[config.mk]
export PLATFORM = sky130hd
export DESIGN_NAME = threshold_pulse_centroid_finder_unit
export DESIGN_NICKNAME = d
export VERILOG_FILES = /design/src/hw/rtl/tpcf_pkg.sv /design/src/hw/rtl/tpcf_ctrl.sv /design/src/hw/rtl/tpcf_datapath.sv /design/src/hw/rtl/threshold_pulse_centroid_finder_unit.sv
export SDC_FILE = /design/constraint.sdc
export NUM_CORES = 1
export LEC_CHECK = 0
export BUFFER_PORTS_ARGS = -buffer_cell sky130_fd_sc_hd__buf_2
export CAP_MARGIN = 10
export CORE_MARGIN = 8
export CORE_UTILIZATION = 30
export DETAILED_ROUTE_END_ITERATION = 10
export SKIP_LAST_GASP = 1
export SLEW_MARGIN = 30
export SYNTH_ARGS = -nofsm -noshare
export SYNTH_HDL_FRONTEND = slang
export SYNTH_SLANG_ARGS = --single-unit
[constraint.sdc]
create_clock -name clock -period 7.29 [get_ports clock]
set_input_delay 0.729 -clock clock [delete_from_list [all_inputs] [get_ports clock]]
set_output_delay 0.729 -clock clock [all_outputs]
set_load 0.005 [all_outputs]
[src/hw/rtl/tpcf_pkg.sv]
// Shared constants and control/status types of the threshold pulse centroid finder.
package tpcf_pkg;

   localparam int unsigned INDEX_BITS_DEFAULT = 16;

   localparam int unsigned SAMPLE_W = 16;
   localparam int unsigned LOC_W    = 16;
   localparam int unsigned WIDTH_W  = 16;
   localparam int unsigned ORD_W    = 8;
   localparam int unsigned SEP_W    = 17;
   localparam int unsigned SUM_W    = 48;
   localparam int unsigned CNT_W    = 32;

   localparam int unsigned REQ_TDATA_W = SAMPLE_W;
   localparam int unsigned REQ_TUSER_W = 2;
   localparam int unsigned RSP_FIELDS_W = LOC_W + WIDTH_W + ORD_W + SEP_W;
   localparam int unsigned RSP_TDATA_W = ((RSP_FIELDS_W + 7) / 8) * 8;
   localparam int unsigned RSP_PAD_W   = RSP_TDATA_W - RSP_FIELDS_W;
   localparam int unsigned RSP_TUSER_W = 1;

   // Bit positions inside the request sideband.
   localparam int unsigned TUSER_FRAG = 0;
   localparam int unsigned TUSER_EVT  = 1;

   // One quotient bit per divider step.
   localparam int unsigned DIV_STEPS = SUM_W;
   localparam int unsigned STEP_W    = $clog2(DIV_STEPS);

   localparam logic [SAMPLE_W-1:0] THRESHOLD_RESET = 16'd20000;
   localparam logic [ORD_W-1:0]    ORD_FIRST       = 8'd0;
   localparam logic [ORD_W-1:0]    ORD_SECOND      = 8'd1;

   typedef struct packed {
      logic take_item;
      logic div_step;
      logic load_rsp;
   } ctrl_cmd_type;

   typedef struct packed {
      logic closes_pulse;
      logic rsp_free;
   } dp_status_type;

endpackage

[src/hw/rtl/tpcf_ctrl.sv]
// Controller state machine: sample intake, divider sequencing and result hand-off.
module tpcf_ctrl (
   input  logic                   clock,
   input  logic                   reset,
   input  logic                   req_tvalid,
   output logic                   req_tready,
   input  tpcf_pkg::dp_status_type status,
   output tpcf_pkg::ctrl_cmd_type  cmd
);
   import tpcf_pkg::*;

   typedef enum logic [2:0] {
      ST_IDLE   = 3'b001,
      ST_DIVIDE = 3'b010,
      ST_FINISH = 3'b100
   } state_type;

   state_type            state_ff, state_in;
   logic [STEP_W-1:0]    step_ff, step_in;

   always_comb begin
      state_in   = state_ff;
      step_in    = step_ff;
      req_tready = 1'b0;
      cmd        = '0;
      case (state_ff)
         ST_IDLE: begin
            req_tready    = 1'b1;
            cmd.take_item = req_tvalid;
            if (req_tvalid && status.closes_pulse) begin
               state_in = ST_DIVIDE;
               step_in  = '0;
            end
         end
         ST_DIVIDE: begin
            cmd.div_step = 1'b1;
            step_in      = step_ff + 1'b1;
            if (step_ff == STEP_W'(DIV_STEPS - 1)) begin
               state_in = ST_FINISH;
            end
         end
         ST_FINISH: begin
            if (status.rsp_free) begin
               cmd.load_rsp = 1'b1;
               state_in     = ST_IDLE;
            end
         end
         default: begin
            state_in = ST_IDLE;
         end
      endcase
   end

   always_ff @(posedge clock) begin
      if (reset) begin
         state_ff <= ST_IDLE;
         step_ff  <= '0;
      end else begin
         state_ff <= state_in;
         step_ff  <= step_in;
      end
   end

endmodule

[src/hw/rtl/tpcf_datapath.sv]
// Datapath: threshold register, accumulators, serial divider and output register.
module tpcf_datapath #(
   parameter int unsigned INDEX_BITS = tpcf_pkg::INDEX_BITS_DEFAULT
) (
   input  logic                                 clock,
   input  logic                                 reset,
   input  tpcf_pkg::ctrl_cmd_type               cmd,
   output tpcf_pkg::dp_status_type              status,
   input  logic [tpcf_pkg::REQ_TDATA_W-1:0]     req_tdata,
   input  logic [tpcf_pkg::REQ_TUSER_W-1:0]     req_tuser,
   input  logic                                 csr_wr_en,
   input  logic [tpcf_pkg::SAMPLE_W-1:0]        csr_wr_data,
   output logic                                 rsp_tvalid,
   input  logic                                 rsp_tready,
   output logic [tpcf_pkg::RSP_TDATA_W-1:0]     rsp_tdata,
   output logic [tpcf_pkg::RSP_TUSER_W-1:0]     rsp_tuser
);
   import tpcf_pkg::*;

   logic signed [SAMPLE_W-1:0] threshold_ff, threshold_in;
   logic [SUM_W-1:0]           sum_ff, sum_in;
   logic [CNT_W-1:0]           count_ff, count_in;
   logic [INDEX_BITS-1:0]      pos_ff, pos_in;
   logic [ORD_W-1:0]           pulses_ff, pulses_in;
   logic [LOC_W-1:0]           first_ff, first_in;
   logic [SUM_W-1:0]           quo_ff, quo_in;
   logic [CNT_W-1:0]           rem_ff, rem_in;
   logic [CNT_W-1:0]           divisor_ff, divisor_in;
   logic [ORD_W-1:0]           ord_ff, ord_in;
   logic                       rsp_valid_ff, rsp_valid_in;
   logic [RSP_TDATA_W-1:0]     rsp_data_ff, rsp_data_in;
   logic [RSP_TUSER_W-1:0]     rsp_user_ff, rsp_user_in;

   logic signed [SAMPLE_W-1:0] sample;
   logic                       frag, evt, above;
   logic [SUM_W-1:0]           sum_eff;
   logic [CNT_W-1:0]           count_eff;
   logic [ORD_W-1:0]           pulses_eff;
   logic [LOC_W-1:0]           first_eff;
   logic [INDEX_BITS-1:0]      pos_eff;
   logic [SUM_W:0]             sum_add;
   logic [CNT_W:0]             trial, diff;
   logic [LOC_W-1:0]           loc;
   logic [WIDTH_W-1:0]         width_sat;
   logic                       sep_valid;
   logic [SEP_W-1:0]           sep;

   assign sample = signed'(req_tdata[SAMPLE_W-1:0]);
   assign frag   = req_tuser[TUSER_FRAG];
   assign evt    = req_tuser[TUSER_EVT];
   assign above  = sample > threshold_ff;

   // An event start clears the accumulators before this sample is used.
   assign sum_eff    = evt ? '0 : sum_ff;
   assign count_eff  = evt ? '0 : count_ff;
   assign pulses_eff = evt ? '0 : pulses_ff;
   assign first_eff  = evt ? '0 : first_ff;
   assign pos_eff    = (evt || frag) ? '0 : pos_ff;

   assign sum_add = {1'b0, sum_eff} + {{(SUM_W + 1 - INDEX_BITS){1'b0}}, pos_eff};

   assign status.closes_pulse = !above && (count_eff != '0);
   assign status.rsp_free     = !rsp_valid_ff || rsp_tready;

   // Restoring division step: one quotient bit per cycle.
   assign trial = {rem_ff, quo_ff[SUM_W-1]};
   assign diff  = trial - {1'b0, divisor_ff};

   assign loc       = quo_ff[LOC_W-1:0];
   assign width_sat = (divisor_ff[CNT_W-1:WIDTH_W] != '0) ? '1 : divisor_ff[WIDTH_W-1:0];
   assign sep_valid = (ord_ff == ORD_SECOND);
   assign sep       = sep_valid ? ({1'b0, loc} - {1'b0, first_ff}) : '0;

   always_comb begin
      threshold_in = threshold_ff;
      sum_in       = sum_ff;
      count_in     = count_ff;
      pos_in       = pos_ff;
      pulses_in    = pulses_ff;
      first_in     = first_ff;
      quo_in       = quo_ff;
      rem_in       = rem_ff;
      divisor_in   = divisor_ff;
      ord_in       = ord_ff;
      rsp_valid_in = rsp_valid_ff && !rsp_tready;
      rsp_data_in  = rsp_data_ff;
      rsp_user_in  = rsp_user_ff;

      if (csr_wr_en) begin
         threshold_in = signed'(csr_wr_data);
      end

      if (cmd.take_item) begin
         sum_in    = sum_eff;
         count_in  = count_eff;
         pulses_in = pulses_eff;
         first_in  = first_eff;
         pos_in    = (pos_eff == '1) ? pos_eff : pos_eff + 1'b1;
         if (above) begin
            sum_in   = sum_add[SUM_W] ? '1 : sum_add[SUM_W-1:0];
            count_in = (count_eff == '1) ? count_eff : count_eff + 1'b1;
         end else if (count_eff != '0) begin
            quo_in     = sum_eff;
            rem_in     = '0;
            divisor_in = count_eff;
            ord_in     = pulses_eff;
            pulses_in  = (pulses_eff == '1) ? pulses_eff : pulses_eff + 1'b1;
            sum_in     = '0;
            count_in   = '0;
         end
      end

      if (cmd.div_step) begin
         if (!diff[CNT_W]) begin
            rem_in = diff[CNT_W-1:0];
            quo_in = {quo_ff[SUM_W-2:0], 1'b1};
         end else begin
            rem_in = trial[CNT_W-1:0];
            quo_in = {quo_ff[SUM_W-2:0], 1'b0};
         end
      end

      if (cmd.load_rsp) begin
         if (ord_ff == ORD_FIRST) begin
            first_in = loc;
         end
         rsp_valid_in = 1'b1;
         rsp_data_in  = {{RSP_PAD_W{1'b0}}, sep, ord_ff, width_sat, loc};
         rsp_user_in  = sep_valid;
      end
   end

   always_ff @(posedge clock) begin
      if (reset) begin
         threshold_ff <= signed'(THRESHOLD_RESET);
         sum_ff       <= '0;
         count_ff     <= '0;
         pos_ff       <= '0;
         pulses_ff    <= '0;
         first_ff     <= '0;
         rsp_valid_ff <= 1'b0;
      end else begin
         threshold_ff <= threshold_in;
         sum_ff       <= sum_in;
         count_ff     <= count_in;
         pos_ff       <= pos_in;
         pulses_ff    <= pulses_in;
         first_ff     <= first_in;
         rsp_valid_ff <= rsp_valid_in;
      end
   end

   always_ff @(posedge clock) begin
      quo_ff      <= quo_in;
      rem_ff      <= rem_in;
      divisor_ff  <= divisor_in;
      ord_ff      <= ord_in;
      rsp_data_ff <= rsp_data_in;
      rsp_user_ff <= rsp_user_in;
   end

   assign rsp_tvalid = rsp_valid_ff;
   assign rsp_tdata  = rsp_data_ff;
   assign rsp_tuser  = rsp_user_ff;

endmodule

[src/hw/rtl/threshold_pulse_centroid_finder_unit.sv]
// Top level of the threshold pulse centroid finder: controller plus datapath.
//
// The req channel carries one ADC sample per word: tdata is the signed sample,
// tuser marks the first sample of a fragment (bit 0) and of an event (bit 1).
// A sample strictly above the threshold adds its index within the fragment to
// a running sum and bumps a count. The first sample at or below the threshold
// after such a run closes the pulse, and one word leaves on the rsp channel
// with the mean index, the run length, the pulse ordinal and, for the second
// pulse of an event, the separation from the first pulse.
// While the block is idle, samples that close no pulse stream at one word per
// cycle. A closing sample starts a restoring divider that produces one
// quotient bit per cycle; the result is then loaded into the output register
// once that register is free, and only then is the next sample accepted.
// The threshold is to be written through csr_wr_en/csr_wr_data only while the
// block is idle; the block itself does not enforce this. Reset sets the
// threshold to 20000, clears the running sum and count, the sample index, the
// pulse count and the first pulse location, and empties the output register.
// When the receiver stalls, the result word holds in the output register and
// the block keeps taking samples until a second result would need the register.
module threshold_pulse_centroid_finder_unit #(
   parameter int unsigned INDEX_BITS = tpcf_pkg::INDEX_BITS_DEFAULT
) (
   input  logic                               clock,
   input  logic                               reset,
   // Input words.
   input  logic                               req_tvalid,
   output logic                               req_tready,
   // sample_value[15:0]
   input  logic [tpcf_pkg::REQ_TDATA_W-1:0]   req_tdata,
   // fragment_start[0], event_start[1]
   input  logic [tpcf_pkg::REQ_TUSER_W-1:0]   req_tuser,
   // Result words.
   output logic                               rsp_tvalid,
   input  logic                               rsp_tready,
   // pulse_location[15:0], pulse_width[31:16], pulse_ordinal[39:32],
   // pulse_separation[56:40], zero padding[63:57]
   output logic [tpcf_pkg::RSP_TDATA_W-1:0]   rsp_tdata,
   // separation_valid[0]
   output logic [tpcf_pkg::RSP_TUSER_W-1:0]   rsp_tuser,
   // Threshold register write port.
   input  logic                               csr_wr_en,
   input  logic [tpcf_pkg::SAMPLE_W-1:0]      csr_wr_data
);
   import tpcf_pkg::*;

   ctrl_cmd_type  cmd;
   dp_status_type status;

   // The controller sequences intake, division and the result hand-off.
   tpcf_ctrl u_ctrl (
      .clock      (clock),
      .reset      (reset),
      .req_tvalid (req_tvalid),
      .req_tready (req_tready),
      .status     (status),
      .cmd        (cmd)
   );

   // The datapath owns every accumulator, the divider and the output register.
   tpcf_datapath #(
      .INDEX_BITS (INDEX_BITS)
   ) u_datapath (
      .clock       (clock),
      .reset       (reset),
      .cmd         (cmd),
      .status      (status),
      .req_tdata   (req_tdata),
      .req_tuser   (req_tuser),
      .csr_wr_en   (csr_wr_en),
      .csr_wr_data (csr_wr_data),
      .rsp_tvalid  (rsp_tvalid),
      .rsp_tready  (rsp_tready),
      .rsp_tdata   (rsp_tdata),
      .rsp_tuser   (rsp_tuser)
   );

endmodule

# Word level (Yosys, flattened, before mapping)
# Index checks and enable logic that the tools add are counted.
dict set report word_totals {
  ff_bits 324
  latchBits 0
  ramBits 0
  romBits 0
  in_bits 39
  wordCells 96
  n_memories 0
}
dict set report classes {
  add_sub_neg 7
  mul 0
  div 0
  magnitude_cmp 1
  n_eq_ne 12
  shifts 0
  muxes 40
  bitwise_logic 1
  reduce_logical 18
}
# op n
set ops {}
lappend ops {{48-bit two-way mux} 8}
lappend ops {{32-bit two-way mux} 9}
lappend ops {{16-bit two-way mux} 6}
lappend ops {{48-bit by 16-bit adder with 49-bit output} 1}
lappend ops {{33-bit by 32-bit subtractor with 33-bit output} 1}
lappend ops {{32-bit by 1-bit adder with 32-bit output (second input constant)} 1}
lappend ops {{32-bit == test (second input constant)} 1}
lappend ops {{8-bit two-way mux} 4}
lappend ops {{32-bit nonzero test} 1}
lappend ops {{16-bit by 16-bit subtractor with 17-bit output} 1}
lappend ops {{16-bit by 1-bit adder with 16-bit output (second input constant)} 1}
lappend ops {{16-bit == test (second input constant)} 1}
lappend ops {{16-bit > comparator} 1}
lappend ops {{16-bit nonzero test} 1}
lappend ops {{6-bit one-hot mux with 2 select lines} 1}
lappend ops {{3-bit two-way mux} 3}
lappend ops {{3-bit one-hot mux with 3 select lines} 1}
lappend ops {{3-bit AND reduction} 3}
lappend ops {{8-bit by 1-bit adder with 8-bit output (second input constant)} 1}
lappend ops {{8-bit by 1-bit == test with 1-bit output (second input constant)} 1}
lappend ops {{8-bit == test (second input constant)} 1}
lappend ops {{8-bit logical NOT} 1}
lappend ops {{1-bit two-way mux} 7}
lappend ops {{6-bit by 1-bit adder with 6-bit output (second input constant)} 1}
lappend ops {{13 further kinds} 22}

# Longest topological paths before layout
# Gate-level depths: netlist (run 1).
dict set report depth {
  ltp_word 6
  ltp_mapped 19
}

# By module
# A second synthesis (run 1) with hierarchy kept.
dict set report unflattened {
  cells_unflattened 2014
  hier_area_um2 18491.5
}
# mod n_inst cells_per_inst area_each_um2 seq_area_each_um2
set by_module_without_submodules {}
lappend by_module_without_submodules {tpcf_datapath 1 1960 18006.0 8087.8}
lappend by_module_without_submodules {tpcf_ctrl 1 54 485.5 180.2}

# Least setup slack after synthesis (run 1)
# OpenSTA, ideal clock, no wires.
dict set report synth_path {
  path_kind {input-to-reg}
  from {in req_tuser[1] in the netlist's numbering}
  to {reg u_ctrl.step_ff[0]}
  arrival_ns 4.841
  required_ns 7.162
  setup_slack_ns 2.322
  path_stages 14
  n_path_buf 5
  cell_sequence {buf_2 buf_2 inv_1 clkbuf_1 buf_1 buf_1 nand2_1 ha_1 o21a_1 nor2_1 nand2_1 nand2_1 mux2_2 nor2_1}
}
dict set report synth_between {
  elab_chain_cells 6
}
# element line_no
set synth_rtl {}
lappend synth_rtl {{start: declaration} threshold_pulse_centroid_finder_unit.sv:31} ;# input logic [tpcf_pkg::REQ_TUSER_W-1:0] req_tuser,
lappend synth_rtl {{32-bit two-way mux} tpcf_datapath.sv:55} ;# assign count_eff = evt ? '0 : count_ff;
lappend synth_rtl {{32-bit nonzero test} tpcf_datapath.sv:62} ;# assign status.closes_pulse = !above && (count_eff != '0);
lappend synth_rtl {{1-bit logical AND} tpcf_datapath.sv:62}
lappend synth_rtl {{1-bit logical AND} tpcf_ctrl.sv:30} ;# if (req_tvalid && status.closes_pulse) begin
lappend synth_rtl {{2-bit by 1-bit != test with 1-bit output (no line)} -}
lappend synth_rtl {{2-bit AND reduction (no line)} -}
lappend synth_rtl {{end signal: assignment} tpcf_ctrl.sv:60} ;# step_ff <= step_in;
lappend synth_rtl {{end: declaration} tpcf_ctrl.sv:19} ;# logic [STEP_W-1:0] step_ff, step_in;
# Every way passes these cells.
# A chain may end at the register's enable or synchronous reset.

# Worst setup path in the final report (run 1)
dict set report layout_path {
  from {in req_tuser[1] in the netlist's numbering}
  to {reg u_datapath.sum_ff[39]}
}
dict set report layout_between {
  elab_chain_cells 5
  elab_cells_between_ends 9
  cone_classes {1 x add/sub; 6 x mux; 2 x reduce/logical}
}
# element line_no
set layout_rtl {}
lappend layout_rtl {{1-bit logical OR} tpcf_datapath.sv:58} ;# assign pos_eff = (evt || frag) ? '0 : pos_ff;
lappend layout_rtl {{16-bit two-way mux} tpcf_datapath.sv:58}
lappend layout_rtl {{48-bit by 16-bit adder with 49-bit output} tpcf_datapath.sv:60} ;# assign sum_add = {1'b0, sum_eff} + {{(SUM_W + 1 - INDEX_BITS){1'b0}}, pos_eff};
lappend layout_rtl {{48-bit two-way mux} tpcf_datapath.sv:100} ;# sum_in = sum_add[SUM_W] ? '1 : sum_add[SUM_W-1:0];
lappend layout_rtl {{48-bit two-way mux *} tpcf_datapath.sv:99} ;# if (above) begin
lappend layout_rtl {{end signal: assignment} tpcf_datapath.sv:144} ;# sum_ff <= sum_in;
lappend layout_rtl {{end: declaration} tpcf_datapath.sv:21} ;# logic [SUM_W-1:0] sum_ff, sum_in;
# Every way passes the cells marked *; elsewhere a longest branch is shown, timed or not.

==> results of run 1 <==
==> final cells by class <==
| class | count | area (um^2) | share of cell area |
|---|---|---|---|
| Multi-Input combinational cell | 1555 | 9590 | 0.453 |
| Sequential cell | 324 | 8270 | 0.391 |
| Tap cell | 837 | 1050 | 0.0495 |
| Clock buffer | 53 | 1040 | 0.0490 |
| Timing Repair Buffer | 116 | 631 | 0.0298 |
| Inverter | 100 | 377 | 0.0178 |
| Clock inverter | 15 | 206 | 0.00976 |
==> worst paths after layout <==
path         cells past startpoint                          startpoint                                  endpoint
max                             12                        req_tuser[1]        u_datapath.sum_ff[39]$_SDFFE_PP0P_
min                              3                     csr_wr_data[14]  u_datapath.threshold_ff[14]$_SDFFE_PP1P_
max reg2reg                     14     u_datapath.quo_ff[47]$_DFFE_PP_       u_datapath.rem_ff[22]$_SDFFCE_PN0P_
min reg2reg                      2  u_datapath.sum_ff[13]$_SDFFE_PP0P_        u_datapath.sum_ff[13]$_SDFFE_PP0P_
==> registers in the layout (all words and copies together) (netlist names) <==
signal and cells:
u_datapath.pulses_ff 8, u_datapath.rsp_tuser 1, u_datapath.sum_ff 48, u_datapath.divisor_ff 32, u_datapath.ord_ff 8, u_datapath.threshold_ff 16
u_ctrl.step_ff 6, u_datapath.rsp_tdata 57, u_datapath.first_ff 16, u_ctrl.state_ff 3, u_datapath.quo_ff 48, u_datapath.count_ff 32
u_datapath.rsp_tvalid 1, u_datapath.rem_ff 32, u_datapath.pos_ff 16
==> layout by cell type, fill, tap and decap left out, types with 6 or more instances in the layout <==
| master | instances |
|---|---|
| sky130_fd_sc_hd__a31oi_1 | 32 |
| sky130_fd_sc_hd__dfxtp_1 | 146 |
| sky130_fd_sc_hd__edfxtp_1 | 178 |
| sky130_fd_sc_hd__nor2b_1 | 62 |
| sky130_fd_sc_hd__buf_4 | 20 |
| sky130_fd_sc_hd__o21a_1 | 10 |
| sky130_fd_sc_hd__xnor2_1 | 39 |
| sky130_fd_sc_hd__and3_1 | 30 |
| sky130_fd_sc_hd__mux2i_1 | 43 |
| sky130_fd_sc_hd__a211oi_1 | 17 |
| sky130_fd_sc_hd__a22oi_1 | 15 |
| sky130_fd_sc_hd__ha_1 | 78 |
| sky130_fd_sc_hd__nand4_1 | 31 |
| sky130_fd_sc_hd__nand2_1 | 287 |
| sky130_fd_sc_hd__o22ai_1 | 6 |
| sky130_fd_sc_hd__or2_2 | 6 |
| sky130_fd_sc_hd__inv_1 | 98 |
| sky130_fd_sc_hd__or3_1 | 8 |
| sky130_fd_sc_hd__nand3_1 | 75 |
| sky130_fd_sc_hd__clkbuf_16 | 38 |
| sky130_fd_sc_hd__a21o_1 | 25 |
| sky130_fd_sc_hd__nand2b_1 | 36 |
| sky130_fd_sc_hd__xor2_1 | 29 |
| sky130_fd_sc_hd__and2_1 | 17 |
| sky130_fd_sc_hd__o31ai_1 | 13 |
| sky130_fd_sc_hd__a211oi_2 | 6 |
| sky130_fd_sc_hd__mux2_2 | 6 |
| sky130_fd_sc_hd__a41oi_1 | 6 |
| sky130_fd_sc_hd__clkbuf_1 | 12 |
| sky130_fd_sc_hd__o21bai_1 | 6 |
| sky130_fd_sc_hd__buf_2 | 96 |
| sky130_fd_sc_hd__o21ai_0 | 136 |
| sky130_fd_sc_hd__o211ai_1 | 24 |
| sky130_fd_sc_hd__nor3_1 | 43 |
| sky130_fd_sc_hd__nor2_1 | 179 |
| sky130_fd_sc_hd__a21oi_1 | 145 |
| sky130_fd_sc_hd__nor4_1 | 15 |
| sky130_fd_sc_hd__conb_1 | 7 |
==> worst register-to-register path: stages (launching register included) <==
cell and delay, ns:
sky130_fd_sc_hd__edfxtp_1 0.43, sky130_fd_sc_hd__inv_1 0.06, sky130_fd_sc_hd__ha_1 0.20, sky130_fd_sc_hd__fa_1 0.42, sky130_fd_sc_hd__nand2b_1 0.19, sky130_fd_sc_hd__a21oi_1 0.28
sky130_fd_sc_hd__o211ai_1 0.22, sky130_fd_sc_hd__and4b_4 0.26, sky130_fd_sc_hd__nor3_4 0.21, sky130_fd_sc_hd__nor2_1 0.13, sky130_fd_sc_hd__o41ai_4 0.33, sky130_fd_sc_hd__xor2_4 0.16
sky130_fd_sc_hd__buf_4 0.52, sky130_fd_sc_hd__nand2_1 0.36, sky130_fd_sc_hd__o22ai_1 0.27
==> power by group through the flow <==
stage	sequential [W]	clock (W)	combinational [W]
finish	0.00198	0.00192	0.000401
global route	0.00198	0.00203	0.000440
CTS	0.00198	0.00196	0.000397
detailed placement	0.00202	0	0.000395
global placement	0.00202	0	0.000386
floorplan	0.00201	0	0.000300
==> cell families after synthesis <==
family	after synthesis	share of synthesized area
AO/OA/AOI/OAI	502	0.171
XOR/XNOR	70	0.0341
multiplexers	49	0.0266
adder cells (fa/ha/maj)	81	0.0547
AND/OR/NAND/NOR	846	0.222
buffers and inverters	223	0.0505
other	1	0.000200
flip-flops	324	0.441
==> layer usage <==
layer  track usage  wire, um  vias up
li1              -         -     7580
met1         0.173     22000     7514
met2         0.231     23500      420
met3        0.0223      2690      103
met4        0.0420      1230        2
met5             0        13        -
==> through the flow <==
stage          setup WS, ns  cell area (um^2)  power (W)   util  hold WS, ns
5_1_grt                2.47             21200    0.00446  0.343        0.397
3_3_place_gp           2.46             19900    0.00240  0.323        0.429
6_report               2.77             21200    0.00430  0.343        0.405
2_1_floorplan          2.32             18800    0.00231      -        0.416
4_1_cts                2.85             21200    0.00434  0.343        0.384
3_5_place_dp           2.31             19900    0.00241  0.323        0.432
==> metrics.sh, run 1 <==
MAX_SLEW.WORST_PIN.SLEW_NS=0.972
CLK_PATH_BUF_DEPTH=3
CP-START-KIND='input pin'
CP_DATA_ARRIVAL_TIME_NS=4.88
FINISH.NET_COUNT=2253
CTS_BUFFERS=37
NET-SWITCHING-POWER_W=0.00107
CP.REQUIRED_NS=7.64
DRV.MAX_CAP_VIOLATION_COUNT=0
CRITICAL_PATH.CELL_CHAIN='buf_4 > nor2_1 > and2_1 > ha_1 > a21o_1 > a21o_1 > a21oi_1 > o21ai_0 > a22oi_2 > nand2_1 > o21ai_1 > a211oi_1'
CLOCK_GROUP_SHARE_OF_TOTAL_POWER=0.446
GP_ROUTABILITY_CONGESTION=0.867
ROUTE.DETAILED.DRC=0
POST_SYNTH_MAIN_AREA_CONTRIBUTORS='sky130_fd_sc_hd__edfxtp_1 (29%), sky130_fd_sc_hd__dfxtp_1 (16%), sky130_fd_sc_hd__nand2_1 (5.8%)'
INITIAL_CORE_UTIL=0.304
YOSYS_WARNINGS=0
CTS-ROOT-BUF='sky130_fd_sc_hd__clkbuf_16'
DIE_AREA_UM2=70800
SYNTH_TOP_CELL_AREA_SHARE=0.285
SYN2LAYOUT_AREA_GROWTH_PCT=12.8
WORSTPATHBUFFERINVERTERCOUNT=1
POWER_SWITCHING_SHARE=0.249
DETAIL-ROUTE-ANTENNA-NETS=0
TIMING.FINAL.SETUP_VIOLATIONS=0
POWER.SEQUENTIAL.FRACTION=0.461
AVGSYNTHCELLAREA_UM2=8.95
FINAL.FILL_COUNT=6309
CRITICALPATHCATEGORY='in -> reg'
GRT_ANTENNA_BEFORE_REPAIR=1
POST-PLACE-CELLS=2932
SYNTH_LARGEST_AREA_CELL='sky130_fd_sc_hd__edfxtp_1'
FLOORPLAN.IO_PINS=106
FLOORPLAN.DIE.HEIGHT_UM=266
CTS_HTREE_LEVELS=2
FINAL_HOLD_VIOLATING_ENDPOINTS=0
INITIALDRTVIOLATIONCOUNT=1177
BUFFERS_ADDED_ON_PORTS=98
NUM_VIAS=15600
WORST-R2R-SETUP-SLACK_NS=3.10
MAX_CLOCK_FREQ_MHz=221
DOMINANTREGCELLSYNTH='sky130_fd_sc_hd__edfxtp_1'
WORST_HOLD_PATH_TYPE='in -> reg'
DRT_PASS1_ITERATIONS=6
POST-ROUTE-PERIOD-UTIL=0.621
CPPEAKSTAGEDELAY_NS=0.67
SETUP_TNS_NS=0
DRIVE_ABOVE_1_SHARE=0.107
N_ANTENNA_CELL=0
VDD_DROP_MAX_V=0.000107
POWER.STATIC_LEAKAGE_nW=7.94
GRT.TOTAL_USAGE=0.135
HIGHEST_FANOUT_SEEN_ON_THE_CRITICAL_PATH=40
YOSYSMOSTFREQUENTCELL='sky130_fd_sc_hd__nand2_1'
ROUTE.FINAL.WIRE_LENGTH_UM=49400
INSTANCES_NO_FILL=3000
NUMCLOCKSINKS=324
NUMBER_OF_MAX_SLEW_VIOLATIONS_IN_THE_FINAL_REPORT=0
CTSHOLDBUFFERS=0
PLACED_WIRE_LENGTH_ESTIMATE_UM=34400
FP-ROW-COUNT=91
VIASPERCELL=5.21
GLOBALROUTE.TOTALOVERFLOW=0
GRT_FIRST_PASS_WIRELENGTH_UM=79900
CTS_REPAIR_RESIZE_COUNT=0
POSTCTSSETUPREPAIRBUFS=0
WORST_SETUP_PATH_END_KIND='flip-flop'
ASYNC_S_R_FF_SHARE_SYNTH=0
GRT_SETUP_UNREPAIRED='false'
SYN_INST=2096
POSTSYNTHREGISTERBITS=324
CTS_TREE='built'
SLEW_HEADROOM=0.352
PERIOD_NEEDED_NS=4.52
SYNTHESIS.AREA_UM2=18700
YOSYSSEQAREASHARE=0.441
CTS.REPORTEDPATHS.CLKPINSLEW_NS=0.06
AREA_OF_THE_CORE_REGION_UM2=61700
FIN_SKEW_NS=0.0295
POST_SYNTH_NUM_CELL_TYPES=99
INTERNAL_POWER_W=0.00323
DIE_WIDTH_UM=266
SYNTH-EDFF-COUNT=178
CRIT_FAMILY='compound AO/OA/AOI/OAI gates'
CLK_LATENCY_NS=0.55
P_COMB_FRAC=0.093
NETLIST_TOP_CELLS_COUNT='sky130_fd_sc_hd__nand2_1 (289), sky130_fd_sc_hd__nor2_1 (181), sky130_fd_sc_hd__edfxtp_1 (178)'
GRT_START_MAX_NET_PINS=77
WORST_PATH_MOST_REPEATED_CELL='sky130_fd_sc_hd__a21o_1'
POWER_DENSITY_nW_PER_UM2=203
AVGROUTEDWIREPERCELL_UM=16.5
CRITICAL_PATH.SLOWEST_CELL='sky130_fd_sc_hd__o21ai_1'
STATUS='finished, final reports clean'
FIRST_GLOBAL_VIAS=15300
Power figures use the tool's default switching activity.
==> run 2: changes to the inputs <==
==> constraint.sdc (replaced) <==
create_clock -name clock -period 4.22 [get_ports clock]
set_input_delay 0.422 -clock clock [delete_from_list [all_inputs] [get_ports clock]]
set_output_delay 0.422 -clock clock [all_outputs]
set_load 0.005 [all_outputs]
==> metrics.sh, run 2 (synthesized netlist as in run 1, its figures left out) <==
STATUS='finished, final reports clean'
TIMING.FINAL.SETUP_VIOLATIONS=0  # unchanged
FIN_SKEW_NS=0.0242  # -0.00527 ns
POST-ROUTE-WORST-SETUP-SLACK_NS=0.513  # -2.25 ns
CLOCK_GROUP_SHARE_OF_TOTAL_POWER=0.449  # +0.003
MAX_SLEW.WORST_PIN.SLEW_NS=0.949  # -0.0224 ns
DIE_WIDTH_UM=266  # unchanged
MAX_CLOCK_FREQ_MHz=270
GLOBALROUTE.TOTALOVERFLOW=0  # unchanged
WORST_PATH_MOST_REPEATED_CELL='sky130_fd_sc_hd__nor2_1'
LARGEST_REG_FLOPS=57  # unchanged
CTS-ROOT-BUF='sky130_fd_sc_hd__clkbuf_16'
CRITICAL_PATH.CELL_CHAIN='ha_1 > fa_1 > nand2b_1 > a21oi_1 > o211ai_1 > and4b_4 > nor3_4 > nor2_1 > o41ai_4 > xor2_4 > buf_12 > mux2i_1 > nor2_1'
FIRST_GLOBAL_VIAS=15300  # +0.18%
CRIT_FAMILY='simple AND/OR/NAND/NOR gates'
GRT_FIRST_PASS_WIRELENGTH_UM=79700  # -0.23%
GRT_START_MAX_NET_PINS=87  # +13%
P_COMB_FRAC=0.096  # +0.003
POSTCTSSETUPREPAIRBUFS=0  # unchanged
GP_ROUTABILITY_CONGESTION=0.849  # -2.1%
DRV.MAX_CAP_VIOLATION_COUNT=0  # unchanged
AREA_OF_THE_CORE_REGION_UM2=61700  # unchanged
CP-START-KIND='flip-flop'
FLOORPLAN.IO_PINS=106  # unchanged
NUM_VIAS=15800  # +0.89%
POWER.SEQUENTIAL.FRACTION=0.455  # -0.006
CPPEAKSTAGEDELAY_NS=0.41  # -0.26 ns
CTS_TREE='built'
CP.REQUIRED_NS=4.52  # -3.12 ns
CTS.REPORTEDPATHS.CLKPINSLEW_NS=0.06  # about the same
CP_DATA_ARRIVAL_TIME_NS=4.01  # -0.87 ns
GRT_ANTENNA_BEFORE_REPAIR=1  # unchanged
WORST_SETUP_PATH_END_KIND='flip-flop'
CRITICAL_PATH.SLOWEST_CELL='sky130_fd_sc_hd__fa_1'
INITIAL_CORE_UTIL=0.304  # unchanged
CTS_BUFFERS=37  # unchanged
VIASPERCELL=5.21  # about the same
ROUTE.DETAILED.DRC=0  # unchanged
CTS_REPAIR_RESIZE_COUNT=0  # unchanged
SLEW_HEADROOM=0.365  # +0.0134
FLOORPLAN.DIE.HEIGHT_UM=266  # unchanged
NET-SWITCHING-POWER_W=0.00191  # +79%
CRITICALPATHCATEGORY='reg -> reg'
PLACED_WIRE_LENGTH_ESTIMATE_UM=35600  # +3.7%
CTS_HTREE_LEVELS=2  # unchanged
SEQCELLAREA_UM2=8270  # unchanged
DRIVE_ABOVE_1_SHARE=0.121  # +0.0133
POST-ROUTE-PERIOD-UTIL=0.878
CLK_PATH_BUF_DEPTH=3  # unchanged
NUMCLOCKSINKS=324  # unchanged
INITIALDRTVIOLATIONCOUNT=1295  # +10%
GRT.TOTAL_USAGE=0.136  # +0.000630
MOST-COMMON-LAYOUT-CELLS='sky130_fd_sc_hd__nand2_1 (287), sky130_fd_sc_hd__nor2_1 (179), sky130_fd_sc_hd__edfxtp_1 (178)'
LAYOUT.CELLS.MOST_COMMON='sky130_fd_sc_hd__nand2_1'
FP-ROW-COUNT=91  # unchanged
NUMBER_OF_MAX_SLEW_VIOLATIONS_IN_THE_FINAL_REPORT=0  # unchanged
SYN2LAYOUT_AREA_GROWTH_PCT=14.2
VDD_DROP_MAX_V=0.000237  # +120%
DETAIL-ROUTE-ANTENNA-NETS=0  # unchanged
POWER_DENSITY_nW_PER_UM2=351  # +73%
MULTIINPUTGATEAREA_UM2=9590  # unchanged
DRT_PASS1_ITERATIONS=5  # -1
PERIOD_NEEDED_NS=3.71
WORST_HOLD_PATH_TYPE='in -> reg'
POST-PLACE-CELLS=2958  # +0.89%
ROUTE.FINAL.WIRE_LENGTH_UM=50200  # +1.6%
GRT_SETUP_UNREPAIRED='false'
FINAL.FILL_COUNT=6385  # +1.2%
FINISH.NET_COUNT=2279  # +1.2%
POWER_W=0.00752  # +75%
DIE_AREA_UM2=70800  # unchanged
CLK_LATENCY_NS=0.57  # +0.02 ns
WHS_NS=0.106  # -0.299 ns
POWER.STATIC_LEAKAGE_nW=8.11  # +2.2%
CTSHOLDBUFFERS=0  # unchanged
BUFFERS_ADDED_ON_PORTS=98  # unchanged
SETUP_TNS_NS=0  # unchanged
POWER_SWITCHING_SHARE=0.254  # +0.00501
PRE_CTS_SETUP_SLACK_NS=0.469  # -1.84 ns
INTERNAL_POWER_W=0.00561  # +74%
N_ANTENNA_CELL=0  # unchanged
INSTANCES_NO_FILL=3026  # +0.87%
WORSTPATHBUFFERINVERTERCOUNT=1  # unchanged
FINAL_HOLD_VIOLATING_ENDPOINTS=0  # unchanged
AVGROUTEDWIREPERCELL_UM=16.6  # +0.68%
HIGHEST_FANOUT_SEEN_ON_THE_CRITICAL_PATH=33  # -18%
[run 2: cell count changes in the layout (fill, tap and decap cells not counted), sizes merged]
cell / previous run / this run
buf: 116 / 142
clkbuf: 53 / 46
clkinv: 9 / 15
inv: 101 / 103
clkinvlp: 1 / 0
[run 2: path summary, 6_finish.rpt]
path | cells after the start | slack [ns] | start | to
setup / recovery | 13 | 0.51 | u_datapath.divisor_ff[0]$_DFFE_PP_ | u_datapath.rem_ff[5]$_SDFFCE_PN0P_
hold / removal | 3 | 0.11 | csr_wr_data[14] | u_datapath.threshold_ff[14]$_SDFFE_PP1P_
setup reg to reg | 13 | 0.51 | u_datapath.divisor_ff[0]$_DFFE_PP_ | u_datapath.rem_ff[5]$_SDFFCE_PN0P_
hold reg to reg | 2 | 0.44 | u_datapath.sum_ff[13]$_SDFFE_PP0P_ | u_datapath.sum_ff[13]$_SDFFE_PP0P_
[run 2: layout make-up]
cell class | count | area share
clock buffer | 46 | 0.0477
multi-input combinational | 1555 | 0.448
sequential | 324 | 0.386
timing repair buffer | 142 | 0.0403
inverter | 100 | 0.0175
clock inverter | 22 | 0.0116
tap | 837 | 0.0489
[run 2: worst reg2reg max path, stage by stage (launching register included)]
cell                       delay [ns]
sky130_fd_sc_hd__edfxtp_1        0.38
sky130_fd_sc_hd__ha_1            0.24
sky130_fd_sc_hd__fa_1            0.41
sky130_fd_sc_hd__nand2b_1        0.18
sky130_fd_sc_hd__a21oi_1         0.24
sky130_fd_sc_hd__o211ai_1        0.20
sky130_fd_sc_hd__and4b_4         0.24
sky130_fd_sc_hd__nor3_4          0.22
sky130_fd_sc_hd__nor2_1          0.13
sky130_fd_sc_hd__o41ai_4         0.33
sky130_fd_sc_hd__xor2_4          0.29
sky130_fd_sc_hd__buf_12          0.28
sky130_fd_sc_hd__mux2i_1         0.26
sky130_fd_sc_hd__nor2_1          0.06
[run 2: metal layers]
| metal | vias up | track usage | share of wire |
|---|---|---|---|
| li1 | 7632 | - | - |
| met3 | 92 | 0.0290 | 0.063 |
| met1 | 7604 | 0.171 | 0.44 |
| met5 | - | 0 | 0.00026 |
| met2 | 428 | 0.230 | 0.47 |
| met4 | 2 | 0.0430 | 0.025 |
[run 2: power by group through the flow]
stage                     clock (W)  combinational [W]  sequential (W)
after global placement            0           0.000699         0.00349
after CTS                   0.00347           0.000720         0.00342
final                       0.00338           0.000725         0.00342
after global routing        0.00357           0.000795         0.00343
after floorplan                   0           0.000518         0.00347
after detailed placement          0           0.000715         0.00349
[run 2: metrics by stage]
stage                util  cell area [um^2]
detailed placement  0.326             20100
global route        0.347             21400
global placement    0.326             20100
CTS                 0.347             21400
floorplan               -             18800
finish              0.347             21400
==> run 3: changes to the inputs <==
--- a/config.mk
+++ b/config.mk
@@ -5,13 +5,15 @@
 export SDC_FILE = /design/constraint.sdc
 export NUM_CORES = 1
 export LEC_CHECK = 0
-export BUFFER_PORTS_ARGS = -buffer_cell sky130_fd_sc_hd__buf_2
 export CAP_MARGIN = 10
 export CORE_MARGIN = 8
 export CORE_UTILIZATION = 30
 export DETAILED_ROUTE_END_ITERATION = 10
+export DONT_BUFFER_PORTS = 1
+export RECOVER_POWER = 50
 export SKIP_LAST_GASP = 1
 export SLEW_MARGIN = 30
 export SYNTH_ARGS = -nofsm -noshare
 export SYNTH_HDL_FRONTEND = slang
+export SYNTH_HIERARCHICAL = 1
 export SYNTH_SLANG_ARGS = --single-unit
==> metrics.sh, run 3 <==
CLK_LATENCY_NS=0.57  # about the same
CP.REQUIRED_NS=4.51  # about the same
GRT_FIRST_PASS_WIRELENGTH_UM=81400  # +2.1%
GP_ROUTABILITY_CONGESTION=0.882  # +3.9%
POST_SYNTH_NUM_CELL_TYPES=91  # -8.1%
CTS.REPORTEDPATHS.CLKPINSLEW_NS=0.06  # about the same
ASYNC_S_R_FF_SHARE_SYNTH=0  # unchanged
DRT_PASS1_ITERATIONS=6  # +1
MAX_SLEW.WORST_PIN.SLEW_NS=1.58  # +0.630 ns
ROUTE.FINAL.WIRE_LENGTH_UM=50900  # +1.4%
CTS_TREE='built'
VDD_DROP_MAX_V=0.000223  # -5.7%
ROUTE.DETAILED.DRC=0  # unchanged
CTS_HTREE_LEVELS=2  # unchanged
INITIALDRTVIOLATIONCOUNT=1088  # -16%
NUMCLOCKSINKS=324  # unchanged
CTS_BUFFERS=39  # +5.4%
CTS-ROOT-BUF='sky130_fd_sc_hd__clkbuf_16'
REG2REG_TO='u_datapath/rem_ff[29]$_SDFFCE_PN0P_'
MOST-COMMON-LAYOUT-CELLS='sky130_fd_sc_hd__nand2_1 (233), sky130_fd_sc_hd__edfxtp_1 (178), sky130_fd_sc_hd__dfxtp_1 (146)'
FAILING_CHECKS='capacitance limit, slew limit'
PRE_CTS_SETUP_SLACK_NS=0.682  # +0.213 ns
AVGROUTEDWIREPERCELL_UM=17.9  # +8.0%
BUFFERS_ADDED_ON_PORTS=0  # -100%
SYNTHESIS.AREA_UM2=18500  # -1.4%
YOSYSMOSTFREQUENTCELL='sky130_fd_sc_hd__nand2_1'
HOLDCRITSTARTPOINT='csr_wr_data[13]'
YOSYS_WARNINGS=6  # +6
GRTUSAGEMET3=0.0247  # -0.00424
SETUP_TNS_NS=0  # unchanged
NUMBER_OF_MAX_SLEW_VIOLATIONS_IN_THE_FINAL_REPORT=38  # +38
CRITICALPATHCATEGORY='reg -> reg'
SYNTH_LARGEST_AREA_CELL='sky130_fd_sc_hd__edfxtp_1'
SYN2LAYOUT_AREA_GROWTH_PCT=13.6
INITIAL_CORE_UTIL=0.301  # -0.00251
LAYOUT.CELLS.MOST_COMMON='sky130_fd_sc_hd__nand2_1'
DOMINANTREGCELLSYNTH='sky130_fd_sc_hd__edfxtp_1'
STATUS='finished with violations'
PERIOD_NEEDED_NS=3.66  # -0.0438 ns
FLOORPLAN.DIE.HEIGHT_UM=264  # -0.65%
HIGHEST_FANOUT_SEEN_ON_THE_CRITICAL_PATH=4  # -88%
DETAIL-ROUTE-ANTENNA-NETS=0  # unchanged
GRT.TOTAL_USAGE=0.141  # +0.00511
SYNTH_TOP_CELL_AREA_SHARE=0.289  # +0.00397
AREA_OF_THE_CORE_REGION_UM2=61400  # -0.55%
MAX_CLOCK_FREQ_MHz=273  # +1.2%
SYN_INST=2014  # -3.9%
TIMING.REG2REG.WORST_PATH_DEPTH=11  # -2
AVGSYNTHCELLAREA_UM2=9.18  # +2.6%
WORST_SETUP_PATH_END_KIND='flip-flop'
CP_DATA_ARRIVAL_TIME_NS=3.96  # -0.05 ns
INSTANCES_NO_FILL=2839  # -6.2%
NUM_VIAS=15200  # -3.4%
CP-START-KIND='flip-flop'
DIE_WIDTH_UM=264  # -0.65%
FIN_SKEW_NS=0.0176  # -0.00658 ns
VIASPERCELL=5.36  # +2.9%
GRT.BUSIEST_LAYER='met2'
FINISH.NET_COUNT=2139  # -6.1%
FP-ROW-COUNT=91  # unchanged
FIRST_GLOBAL_VIAS=14800  # -3.1%
SLEW_HEADROOM=-0.0586  # -0.424
LARGEST_REG_FLOPS=57  # unchanged
POWER.STATIC_LEAKAGE_nW=7.59  # -6.5%
MIN_DELAY_WORST_ENDPOINT='u_datapath/threshold_ff[13]$_SDFFE_PP0P_'
DRIVE_ABOVE_1_SHARE=0.0673  # -0.0533
SYNTH-EDFF-COUNT=178  # unchanged
GRT_ANTENNA_BEFORE_REPAIR=0  # -1
GRT_SETUP_UNREPAIRED='false'
DRV.MAX_CAP_VIOLATION_COUNT=1  # +1
POWER_DENSITY_nW_PER_UM2=348  # -0.93%
POST-ROUTE-PERIOD-UTIL=0.868  # -0.0104
POST-ROUTE-WORST-SETUP-SLACK_NS=0.557  # +0.0438 ns
PLACED_WIRE_LENGTH_ESTIMATE_UM=35600  # about the same
TIMING.FINAL.SETUP_VIOLATIONS=0  # unchanged
POSTSYNTHREGISTERBITS=324  # unchanged
FINAL_HOLD_VIOLATING_ENDPOINTS=0  # unchanged
WORST-R2R-SETUP-SLACK_NS=0.56  # +0.04 ns
GRT.MET1_USAGE=0.186  # +0.0147
NETLIST_TOP_CELLS_COUNT='sky130_fd_sc_hd__nand2_1 (233), sky130_fd_sc_hd__edfxtp_1 (178), sky130_fd_sc_hd__dfxtp_1 (146)'
POST-PLACE-CELLS=2740  # -7.4%
CLK_PATH_BUF_DEPTH=3  # unchanged
WORST_HOLD_PATH_TYPE='in -> reg'
GRT.MET2_USAGE=0.231  # +0.000390
GLOBALROUTE.TOTALOVERFLOW=0  # unchanged
MIN_DELAY_PATH_DEPTH=2  # -1
FLOORPLAN.IO_PINS=106  # unchanged
DIE_AREA_UM2=69800  # -1.3%
N_ANTENNA_CELL=0  # unchanged
YOSYSSEQAREASHARE=0.447  # +0.00615
POST_SYNTH_MAIN_AREA_CONTRIBUTORS='sky130_fd_sc_hd__edfxtp_1 (29%), sky130_fd_sc_hd__dfxtp_1 (16%), sky130_fd_sc_hd__ha_1 (5.3%)'
GRT_START_MAX_NET_PINS=98  # +13%
FINAL_CORE_UTILIZATION=0.342  # -0.00459
R2R_START='u_datapath/rem_ff[3]$_SDFFCE_PN0P_'
[run 3: changes by cell type after synthesis, sizes merged, moves of 9 or more]
cell,change
a21oi,-29
a22oi,-10
a31oi,-9
buf,-11
inv,+14
nand2,-55
nor2,-46
nor2b,+17
nor3b,+9
o21ai,-28
[run 3: logic make-up (layout without fill, tap and decap cells)]
| logic type | count (synthesis) | after routing | synth area share |
|---|---|---|---|
| multiplexers | 54 | 54 | 0.0299 |
| other | 1 | 7 | 0.000203 |
| AO/OA/AOI/OAI | 463 | 463 | 0.165 |
| AND/OR/NAND/NOR | 782 | 782 | 0.212 |
| XOR/XNOR | 81 | 81 | 0.0384 |
| adder cells (fa/ha/maj) | 84 | 84 | 0.0578 |
| flip-flops | 324 | 324 | 0.447 |
| buffers and inverters | 225 | 254 | 0.0493 |
[run 3: metal layers]
metal	up-vias	wire, um
li1	7311	-
met1	7315	23100
met2	493	23500
met3	101	2900
met4	0	1330
met5	-	0
[run 3: what timing repair did]
action                    in CTS  in global routing
hold buffers                  27                  0
gates resized for setup        0                  0
hold endpoints to repair     102                  0
setup buffers                  0                  0
[run 3: power breakdown]
group	switching, W	internal [W]
clock	0.00142	0.00201
sequential	0.0000408	0.00335
combinational	0.000318	0.000179
[run 3: how the worst max path moves through the flow]
stage               slack, ns  cells after the start                                  end                          startpoint
finish                   0.56                     11  u_datapath/rem_ff[29]$_SDFFCE_PN0P_  u_datapath/rem_ff[3]$_SDFFCE_PN0P_
floorplan                0.05                      9       u_datapath/quo_ff[0]$_DFFE_PP_                        req_tdata[9]
global route             0.38                     11  u_datapath/rem_ff[29]$_SDFFCE_PN0P_  u_datapath/rem_ff[3]$_SDFFCE_PN0P_
detailed placement       0.68                     11  u_datapath/rem_ff[29]$_SDFFCE_PN0P_  u_datapath/rem_ff[3]$_SDFFCE_PN0P_
CTS                      0.63                     11  u_datapath/rem_ff[29]$_SDFFCE_PN0P_  u_datapath/rem_ff[3]$_SDFFCE_PN0P_
global placement         0.68                     11  u_datapath/rem_ff[29]$_SDFFCE_PN0P_  u_datapath/rem_ff[3]$_SDFFCE_PN0P_
[run 3: area by class of cell]
class | instances | area, um^2
clock buffers | 52 | 1070
clock inverters | 20 | 233
fillers | 6124 | 40400
inverters | 115 | 433
multi-input cells | 1471 | 9380
flip-flops and latches | 324 | 8270
well taps | 790 | 988
repair buffers | 67 | 629
[run 3: stage by stage]
| step | total power [W] | hold slack [ns] | area, um^2 |
|---|---|---|---|
| CTS | 0.00742 | 0.00484 | 21000 |
| finish | 0.00731 | 0.0402 | 21000 |
| global route | 0.00760 | 0.0222 | 21000 |
| global placement | 0.00389 | 0.417 | 19400 |
| detailed placement | 0.00390 | 0.432 | 19400 |
| floorplan | 0.00378 | 0.408 | 18500 |
[run 3: critical path, stage by stage (launching register included)]
cell and delay, ns:
sky130_fd_sc_hd__edfxtp_1 0.43, sky130_fd_sc_hd__ha_1 0.38, sky130_fd_sc_hd__a21oi_1 0.20, sky130_fd_sc_hd__nor3b_1 0.22, sky130_fd_sc_hd__a21oi_1 0.16, sky130_fd_sc_hd__o311a_1 0.48, sky130_fd_sc_hd__a2111o_1 0.46, sky130_fd_sc_hd__nand2_1 0.07
sky130_fd_sc_hd__a21oi_1 0.13, sky130_fd_sc_hd__mux2i_1 0.15, sky130_fd_sc_hd__a2111oi_0 0.55, sky130_fd_sc_hd__o22ai_1 0.16
